File: src/rtl/nbli_pkg.sv
package nbli_pkg;

	localparam int DEPTH_DEF = 64;

	localparam logic [1:0] OP_CLEAR  = 2'd0;
	localparam logic [1:0] OP_APPEND = 2'd1;
	localparam logic [1:0] OP_QUERY  = 2'd2;

	localparam logic [1:0] ST_OK      = 2'd0;
	localparam logic [1:0] ST_FEW     = 2'd1;
	localparam logic [1:0] ST_ZERO_DX = 2'd2;
	localparam logic [1:0] ST_FULL    = 2'd3;

	localparam int DVD_W = 64;
	localparam int DSR_W = 32;

	typedef struct packed {
		logic        [1:0]  op;
		logic signed [31:0] point_x;
		logic signed [31:0] point_y;
		logic signed [31:0] query_x;
	} req_t;

	typedef struct packed {
		logic signed [31:0] value_y;
		logic        [1:0]  status;
	} rsp_t;

	typedef enum logic [1:0] {
		KIND_CLEAR  = 2'd0,
		KIND_APPEND = 2'd1,
		KIND_QUERY  = 2'd2,
		KIND_NONE   = 2'd3
	} kind_t;

	// x carries point_x for appends and query_x for queries
	typedef struct packed {
		kind_t              kind;
		logic signed [31:0] x;
		logic signed [31:0] y;
	} cmd_t;

	typedef struct packed {
		logic valid;
		cmd_t cmd;
	} cmd_if_t;

endpackage

File: src/rtl/nbli_front.sv
module nbli_front (
	input  logic             clk,
	input  logic             arst_n,
	input  logic             req_valid,
	output logic             req_ready,
	input  nbli_pkg::req_t   req,
	output nbli_pkg::cmd_if_t cq,
	input  logic             pop
);

	nbli_pkg::cmd_t slot_q [2];
	logic           wr_ptr_q;
	logic           rd_ptr_q;
	logic [1:0]     cnt_q;
	nbli_pkg::cmd_t cmd_in;
	logic           push;

	// decode op into a command kind
	always_comb begin
		cmd_in.x = req.point_x;
		cmd_in.y = req.point_y;
		case (req.op)
			nbli_pkg::OP_CLEAR:  cmd_in.kind = nbli_pkg::KIND_CLEAR;
			nbli_pkg::OP_APPEND: cmd_in.kind = nbli_pkg::KIND_APPEND;
			nbli_pkg::OP_QUERY: begin
				cmd_in.kind = nbli_pkg::KIND_QUERY;
				cmd_in.x    = req.query_x;
			end
			default:             cmd_in.kind = nbli_pkg::KIND_NONE;
		endcase
	end

	assign req_ready = (cnt_q != 2'd2);
	assign push      = req_valid && req_ready;
	assign cq.valid  = (cnt_q != 2'd0);
	assign cq.cmd    = slot_q[rd_ptr_q];

	always_ff @(posedge clk or negedge arst_n) begin
		if (!arst_n) begin
			wr_ptr_q <= 1'b0;
			rd_ptr_q <= 1'b0;
			cnt_q    <= 2'd0;
		end else begin
			if (push) wr_ptr_q <= ~wr_ptr_q;
			if (pop)  rd_ptr_q <= ~rd_ptr_q;
			case ({push, pop})
				2'b10:   cnt_q <= cnt_q + 2'd1;
				2'b01:   cnt_q <= cnt_q - 2'd1;
				default: cnt_q <= cnt_q;
			endcase
		end
	end

	always_ff @(posedge clk) begin
		if (push) slot_q[wr_ptr_q] <= cmd_in;
	end

endmodule

File: config.mk
export PLATFORM = sky130hd
export DESIGN_NAME = nbli_front
export DESIGN_NICKNAME = d
export VERILOG_FILES = /design/src/rtl/nbli_pkg.sv /design/src/rtl/nbli_front.sv
export SDC_FILE = /design/constraint.sdc
export NUM_CORES = 1
export LEC_CHECK = 0
export BUFFER_PORTS_ARGS = -buffer_cell sky130_fd_sc_hd__buf_2
export CORE_UTILIZATION = 46
export DETAILED_ROUTE_END_ITERATION = 8
export PLACE_DENSITY_LB_ADDON = 0.15
export SLEW_MARGIN = 20
export SYNTH_ARGS = -nofsm -noshare
export SYNTH_HDL_FRONTEND = slang
export SYNTH_SLANG_ARGS = --single-unit
File: constraint.sdc
create_clock -name clk -period 3.6 [get_ports clk]
set_input_delay 0.36 -clock clk [delete_from_list [all_inputs] [get_ports clk]]
set_output_delay 0.36 -clock clk [all_outputs]
set_load 0.02 [all_outputs]
* After elaboration in Yosys (flattened, before gate mapping)
Memories as Yosys holds them, arrays and structs flattened.
Cells that the tools add are included.
** Operators by class
- $add $sub $neg :: 2
- Equality and inequality tests :: 5
- Multiplexer cells :: 5
- Bitwise gates (word level) :: 2
- Reductions and logical operators :: 4
** Operator list (number)
- 2-to-1 mux 32 bit :: 1
- one-hot mux 2 bit (3 select lines) :: 1
- == test 2 x 1 -> 1 bit (second input constant) :: 2
- == test 2 bit (second input constant) :: 2
- one-hot mux 2 bit (2 select lines) :: 1
- nonzero test 2 bit :: 2
- adder 2 x 1 -> 2 bit (second input constant) :: 1
- logical NOT 2 bit :: 1
- 2-to-1 mux 1 bit :: 2
- != test 2 bit (second input constant) :: 1
- inverter 1 bit :: 2
- subtractor 2 x 1 -> 2 bit (second input constant) :: 1
- logical AND 1 bit :: 1
** Storage, ports and cells
- Bits in registers :: 4
- Memory bits (writable) :: 132
- Bits of input ports :: 102
- Output and inout bits :: 68
- Memories kept :: 1
** Memories
- slot_q :: words 2, width 66, rd ports 1, clocked after Yosys merged registers in 0, wr ports 1, RTL line nbli_front.sv:11 : nbli_pkg::cmd_t slot_q [2];

* Depth between registers and ports, before layout
Gate-level depths: netlist (run 1).
- Depth after elaboration :: 4
- Mapped depth :: 6

* Worst setup path after synthesis (run 1)
Ideal clock, no wire load.
- Kind :: register to register
- Start :: register cnt_q[0]
- End :: memory slot_q[0][0] (netlist bit) (enable)
- Library setup time :: 490 ps
- Data arrival time :: 3564 ps
- Slack :: -455 ps
- Stages on the path, launching flop included :: 4
- Path buffers :: 0
- Clock period less this slack :: 4055 ps
- Cell sequence :: dfrtp_1 -> nand2b_1 -> nand2_1 -> nor2_1
** On the way
- Word-level cells in the longest chain between the ends :: 4
** RTL lines
- from (decl) :: RTL line nbli_front.sv:14 : logic [1:0] cnt_q;
- from (signal assigned) :: RTL line nbli_front.sv:47 : 2'b10: cnt_q <= cnt_q + 2'd1;
- from (signal assigned) :: RTL line nbli_front.sv:48 : 2'b01: cnt_q <= cnt_q - 2'd1;
- from (signal assigned) :: RTL line nbli_front.sv:49 : default: cnt_q <= cnt_q;
- != test 2 bit :: RTL line nbli_front.sv:33 : assign req_ready = (cnt_q != 2'd2);
- named net req_ready :: RTL line nbli_front.sv:5 : output logic req_ready,
- logical AND 1 bit :: RTL line nbli_front.sv:34 : assign push = req_valid && req_ready;
- 2-to-1 mux 1 bit :: RTL line nbli_front.sv:55 : if (push) slot_q[wr_ptr_q] <= cmd_in;
- 2-to-1 mux 1 bit (implied by the code) :: RTL line nbli_front.sv:55
- to (decl) :: RTL line nbli_front.sv:11
The timed path passes the listed nets, and every way through them passes these cells.

==> flow_summary.ini, run 1 <==
[sta]
number_of_setup_violations_in_the_final_report = 0
finalClockSkew_ns = 0.004607
fmax_ghz = 0.4157
whs_ns = 0.1411
slew_headroom = 0.3806
min_period_over_period = 0.6682
worst-slew-pin-transition_ns = 0.9291
timing_hold_violations_final = 0
post-route-min-period_ns = 2.405
tns_ns = 0
slew_viol_final = 0
unrepaired_setup_endpoints_after_global_routing = no

[finish]
fillers = 944
multi_input_comb_area_um2 = 1441
antennaDiodeCount = 0
final_cell_area_um2 = 7127
final_core_util = 0.5958
ff_latch_area_um2 = 4068
layout-area-overhead-vs-synth_pct = 26.49
final_layout_size_suffix_gt1_frac = 0.6674
numnets_final = 544

[die]
die_x_um = 112.7
starting_density = 0.4710
design.die.area_um2 = 12690
design.core.area_um2 = 11960
die_height_um = 112.7
fp-row-count = 40
io_pins = 170

[setup_path]
start_kind = register
critical-path-top-delay-family = flip-flops
worst-endpoint-arrival_ns = 2.05
timing.critical_path.fanout_max = 37
cp_slowest_cell = dfrtp_4
critPathKind = register to output pin
crit_required_ns = 3.24
crit_path_cell_trace = buf_16 -> mux2_2 -> buf_2
worstSetupEndpointType = output pin
cp_peak_stage_delay_ns = 0.75
cp_num_buf_inv = 2

[power_and_ir_drop]
p_sw_w = 0.001787
pwr_density_cell_nw_per_um2 = 803.9
power.switching_fraction = 0.3118
ir_drop_uv = 330.2
cellInternalPower_w = 0.003943
power.share.combinational = 0.326
share_of_total_power_in_sequential_cells = 0.411
clock_power_share = 0.264
leakage_nw = 2.899

[yosys]
yosys.area.top_type = edfxtp_1
synth-seq-area-share = 0.7213
post_synthesis_instance_area_um2 = 5634
post_synth.cell_area_avg_um2 = 21.67
post_synthesis_sequential_element_count = 136
ys_top_cells_by_area = edfxtp_1, mux2_4, mux2_2
yosys.cell_types.count = 18
synth_nets = 363
yosys_warning_total = 0
synth_cells = 260
synth_largest_type_area_fraction = 0.7035

[clock_tree]
clock_buffers_created_by_tritoncts = 17
number_of_sinks_on_the_clock_net = 136
cts_setup_buffers = 0
cts.hold.buffers_added = 1
clock_tree.root_cell = clkbuf_16
deepest_level_of_the_cts_h_tree = 4
clk-insertion-delay-late_ns = 0.41
cts_repair_resize_count = 0
tritoncts = yes
cts_buffer_depth = 2
clock_transition_at_the_register_clock_pins_on_the_worst_setup_and_hold_paths_after_cts_ns = 0.05

[route]
drcViolationCount = 0
total_via_count_in_the_routed_design = 2943
post_drt_via_cell_ratio = 4.897
route.antenna.remaining_nets = 0
final_routed_wirelength_um = 9597
route.detailed.wl_per_inst_um = 15.97
drt_pre_antenna_iters = 4
detail_route.iter0.violations = 133

[placement]
place_area_um2 = 6569
hpwl_um = 6156
numPortBuffers = 169
gpl.final_weighted_congestion = 0.6980

[outcome]
outcome = completed

[worst_hold_path]
hold_path.class = input port to register

[grt]
grt_first_pass_wirelength_um = 14350
grt_antenna_before_repair = 0
grtUsageTotal = 0.1569
vias_in_the_first_global_route = 2871
maximum_number_of_pins_on_one_net_before_global_route_repair = 68
grt_overflow_total = 0

[flow_run]
maxCapViolCount = 0
synthesized netlist by cell type:
| master | count |
|---|---|
| edfxtp_1 | 132 |
| mux2_4 | 60 |
| mux2_2 | 38 |
| buf_2 | 4 |
| buf_6 | 4 |
| dfrtp_1 | 4 |
| buf_12 | 3 |
| xnor2_1 | 3 |
| nor2_1 | 2 |
| xor2_1 | 2 |
| and3_1 | 1 |
| buf_4 | 1 |
| dlygate4sd1_1 | 1 |
| ha_1 | 1 |
| nand2_1 | 1 |
| nand2b_1 | 1 |
| nor2b_4 | 1 |
| or2_2 | 1 |
final cells by class:
class                   count  area share
multi-input cells         111      0.2022
flip-flops and latches    136      0.5708
well taps                 147     0.02581
repair buffers            175      0.1282
clock buffers              19     0.06074
clock inverters            13     0.01229
cell families (layout without fill, tap and decap cells):
kind of cell | after synthesis | count (layout) | share of synthesized area
and+or+nand+nor | 7 | 7 | 0.007774
muxes | 98 | 98 | 0.2358
DFF | 136 | 136 | 0.7213
adders and majority gates | 1 | 1 | 0.002220
buffers and inverters | 13 | 207 | 0.02510
xor gates and xnor gates | 5 | 5 | 0.007774
state kept, by name, indices dropped and copies added (netlist names):
name / count
slot_q: 132
cnt_q: 2
rd_ptr_q: 1
wr_ptr_q: 1
cell usage in the layout, fill, tap and decap left out, types with 2 or more instances in the layout:
cell and count:
buf_2 169, edfxtp_1 132, mux2_4 60, mux2_2 38
clkbuf_16 17, clkinv_2 7, clkinv_1 4, buf_4 4
xnor2_1 3, dfrtp_1 3, xor2_1 2, clkbuf_1 2
final timing paths:
check / startpoint / endpoint / slack (ns) / depth (start not counted)
setup / recovery: rd_ptr_q / cq[64] / 1.19 / 3
hold / removal: req[48] / slot_q[1][16] / 0.14 / 1
setup reg to reg: cnt_q[0] / slot_q[0][48] / 1.69 / 4
hold reg to reg: cnt_q[1] / cnt_q[1] / 0.49 / 1
max in group asynchronous: arst_n / rd_ptr_q / 3.16 / 2
min in group asynchronous: arst_n / cnt_q[1] / 0.30 / 2
through the flow:
step                      instances  worst slack, ns  power (W)
after floorplan                 260           0.6484   0.003723
after global placement          567            1.451   0.004245
after detailed placement        567            1.448   0.004263
after CTS                       600           0.9980   0.005794
after global routing            601            1.113   0.005993
final                           601            1.195   0.005730
power by group through the flow:
stage / logic (W) / clock network, W / registers [W]
floorplan: 0.00143 / 0 / 0.00229
global placement: 0.00177 / 0 / 0.00247
detailed placement: 0.00178 / 0 / 0.00249
CTS: 0.00178 / 0.00155 / 0.00246
global route: 0.00198 / 0.00162 / 0.00239
finish: 0.00187 / 0.00151 / 0.00235
per-layer routing:
layer | wire (um) | track usage | share of wire
met3 | 655 | 0.05994 | 0.068
met4 | 204 | 0.09244 | 0.021
met2 | 4818 | 0.2568 | 0.50
met5 | 0 | 0 | 0
met1 | 3918 | 0.1749 | 0.41
worst register-to-register path: stages (launching register included):
cell,delay (ns)
dfrtp_1,0.40
nand2b_1,0.16
nand2_1,0.14
nor2_4,0.48
buf_4,0.39
Power figures use the tool's default switching activity.
==> inputs of run 2 (changes only) <==
--- a/config.mk
+++ b/config.mk
@@ -5,6 +5,7 @@
 export SDC_FILE = /design/constraint.sdc
 export NUM_CORES = 1
 export LEC_CHECK = 0
+export ABC_AREA = 1
 export BUFFER_PORTS_ARGS = -buffer_cell sky130_fd_sc_hd__buf_2
 export CORE_UTILIZATION = 46
 export DETAILED_ROUTE_END_ITERATION = 8
==> constraint.sdc (replaced) <==
create_clock -name clk -period 2.2 [get_ports clk]
set_input_delay 0.22 -clock clk [delete_from_list [all_inputs] [get_ports clk]]
set_output_delay 0.22 -clock clk [all_outputs]
set_load 0.02 [all_outputs]
==> run 2 against run 1 <==
The run now ends with DRC left. Setup slack worse by 1.0 ns. Largest cell class unchanged. First-iteration DRC count up 93%. Global-route usage up 3.1 points. Via count up 36%. Die area down 0.94%. Synthesized cell count up 84%. Area after synthesis down 0.95%. Combinational power up 67%. Clock-buffer cell count down 2. Wire length up 19%. Sequential share of layout area down 2.3 points.
==> flow_summary.ini, run 2 <==
[outcome]
outcome = complete, but fails checks
failed_checks = DRC

[setup_path]
crit_required_ns = 1.98
worst-r2r-setup-slack_ns = 0.61
crit-reg2reg-capture = slot_q[0][8]
timing.critical_path.from = rd_ptr_q
worstSetupEndpointType = output pin
reg2reg_from = cnt_q[0]
timing.critical_path.fanout_max = 31
start_kind = register
worst-endpoint-arrival_ns = 1.80
timing.reg2reg.worst_path_depth = 5
critPathKind = register to output pin

[yosys]
post_synth.cell_area_avg_um2 = 11.65
yosys.area.top_type = edfxtp_1
post_synthesis_sequential_element_count = 136
synth_xor_xnor_area_share = 0.003139
post_synthesis_instance_area_um2 = 5580
synth_compound_gate_area_share = 0.06009
basic_gate_share_of_the_synthesized_area_counting_and_or_nand_and_nor_cells = 0.1256
yosys.cell_types.count = 17
synth_largest_type_area_fraction = 0.7103
synth_edf_count = 132
yosys_warning_total = 0
most_repeated_cell_in_the_gate_level_netlist_after_synthesis = nand2_1
postSynth.topFlopCell = edfxtp_1
synth_nets = 582
synth_cells = 479
synth_top_family_by_area = simple AND/OR/NAND/NOR gates
netlist_top_cells_count = nand2_1, edfxtp_1, inv_1, o21ai_0, nand3_1
yosys.area_share.adder = 0.002242
ys_top_cells_by_area = edfxtp_1, nand2_1, o21ai_0
synth.mux.area_fraction = 0
synth-seq-area-share = 0.7283
async_reset_ff_frac = 0.02941

[sta]
post-route-min-period_ns = 2.021
worst-slew-pin-transition_ns = 0.4975
slew_headroom = 0.6683
slew_viol_final = 0
fmax_ghz = 0.4948
whs_ns = 0.01529
tns_ns = 0
unrepaired_setup_endpoints_after_global_routing = no
timing_hold_violations_final = 0
finalClockSkew_ns = 0.004647
number_of_setup_violations_in_the_final_report = 0
min_period_over_period = 0.9186

[worst_hold_path]
min_delay_worst_endpoint = slot_q[0][3]
hold_path.class = input port to register
holdCritStartpoint = req[35]
timing.hold.worst_path_depth = 1

[placement]
hpwl_um = 7292
numPortBuffers = 169
gpl.final_weighted_congestion = 0.7832
total_instance_count_after_detailed_placement = 775

[die]
io_pins = 170
starting_density = 0.4805
design.core.area_um2 = 11610
design.die.area_um2 = 12580
die_x_um = 112.1
fp-row-count = 39
die_height_um = 112.1

[clock_tree]
clock_transition_at_the_register_clock_pins_on_the_worst_setup_and_hold_paths_after_cts_ns = 0.06
cts_buffer_depth = 2
clk-insertion-delay-late_ns = 0.41
cts_repair_resize_count = 0
clock_buffers_created_by_tritoncts = 17
tritoncts = yes
number_of_sinks_on_the_clock_net = 136
deepest_level_of_the_cts_h_tree = 4
clock_tree.root_cell = clkbuf_16

[route]
route.antenna.remaining_nets = 0
post_drt_via_cell_ratio = 4.767
drt_pre_antenna_iters = 6
drcViolationCount = 11
route.detailed.wl_per_inst_um = 13.60
detail_route.iter0.violations = 257
total_via_count_in_the_routed_design = 3995
final_routed_wirelength_um = 11400

[finish]
antennaDiodeCount = 0
finish.cell_count_without_fillers = 838
mostFrequentLayoutCell = buf_2
multi_input_comb_area_um2 = 1086
final_layout_size_suffix_gt1_frac = 0.3079
numnets_final = 785
fillers = 912
layout_top_registers = slot_q: 132 flops, cnt_q: 2 flops
layout-area-overhead-vs-synth_pct = 33.07
flip_flop_count_of_the_largest_register_all_copies_and_words_added = 132
regMostFlops = slot_q
final_cell_mix = buf_2, nand2_1, edfxtp_1
ff_latch_area_um2 = 4068

[power_and_ir_drop]
leakage_nw = 3.351
ir_drop_uv = 764.7
pwr_density_cell_nw_per_um2 = 1293

[grt]
maximum_number_of_pins_on_one_net_before_global_route_repair = 61
vias_in_the_first_global_route = 3776
grt_overflow_total = 0
grt_first_pass_wirelength_um = 17930
grtUsageTotal = 0.1881
grt_antenna_before_repair = 0

[flow_run]
maxCapViolCount = 0
run 2: changes by cell type after synthesis, moves of 8 or more:
cell	previous run	this run
clkbuf_1	0	8
inv_1	0	72
mux2_2	38	0
mux2_4	60	0
nand2_1	1	138
nand3_1	0	33
o21ai_0	0	66
run 2: layout make-up:
class                           instances  share of cell area
Clock inverter                         15             0.01837
Multi-Input combinational cell        245              0.1463
Timing Repair Buffer                  210              0.1698
Tap cell                              143             0.02409
Sequential cell                       136              0.5478
Clock buffer                           17             0.05729
Inverter                               72             0.03639
run 2: layer usage:
metal,share of wire,track usage,up-vias
met1,0.42,0.2335,1831
met5,0,0,-
met3,0.069,0.05454,16
met2,0.49,0.3110,147
li1,-,-,2001
met4,0.015,0.07733,0
run 2: where the power goes:
group / switching (W) / internal (W) / total (W)
Combinational: 0.00215 / 0.000979 / 0.00313
Clock: 0.00102 / 0.00164 / 0.00266
Sequential: 0.000246 / 0.00356 / 0.00381
Total: 0.00341 / 0.00618 / 0.00960
run 2: stage by stage:
stage / cell area, um2 / setup slack, ns / util / total power, W
after floorplan: 5600 / 0.08009 / - / 0.005879
after global placement: 6536 / 0.5492 / 0.5628 / 0.006832
after detailed placement: 6536 / 0.4597 / 0.5628 / 0.006895
after CTS: 7398 / 0.007629 / 0.6370 / 0.009615
after global routing: 7426 / 0.05015 / 0.6394 / 0.01013
final: 7426 / 0.1790 / 0.6394 / 0.009598
run 2: how the worst max path moves through the flow:
stage,slack (ns),cells past startpoint,endpoint
6_report,0.18,4,cq[21]
5_1_grt,0.05,4,cq[21]
4_1_cts,0.008,4,cq[21]
3_5_place_dp,0.46,4,cq[21]
3_3_place_gp,0.55,4,cq[65]
2_1_floorplan,0.08,4,slot_q[1][0]
run 2: cell families (layout without fill, tap and decap cells):
family,Yosys count,in the layout
AO/OA/AOI/OAI,67,67
flip-flops,136,136
XOR/XNOR,2,2
AND/OR/NAND/NOR,175,175
buffers and inverters,98,314
adder cells (fa/ha/maj),1,1
run 2: what timing repair did:
item | CTS | global route
setup endpoints to repair | 0 | 21
hold endpoints to repair | 61 | 0
setup buffers | 0 | 1
hold buffers | 30 | 0
run 2: critical path, stage by stage, from the launching register on:
cell and delay (ns):
dfrtp_4 0.66, buf_4 0.33, nand2_1 0.09, o21ai_0 0.10
buf_2 0.20
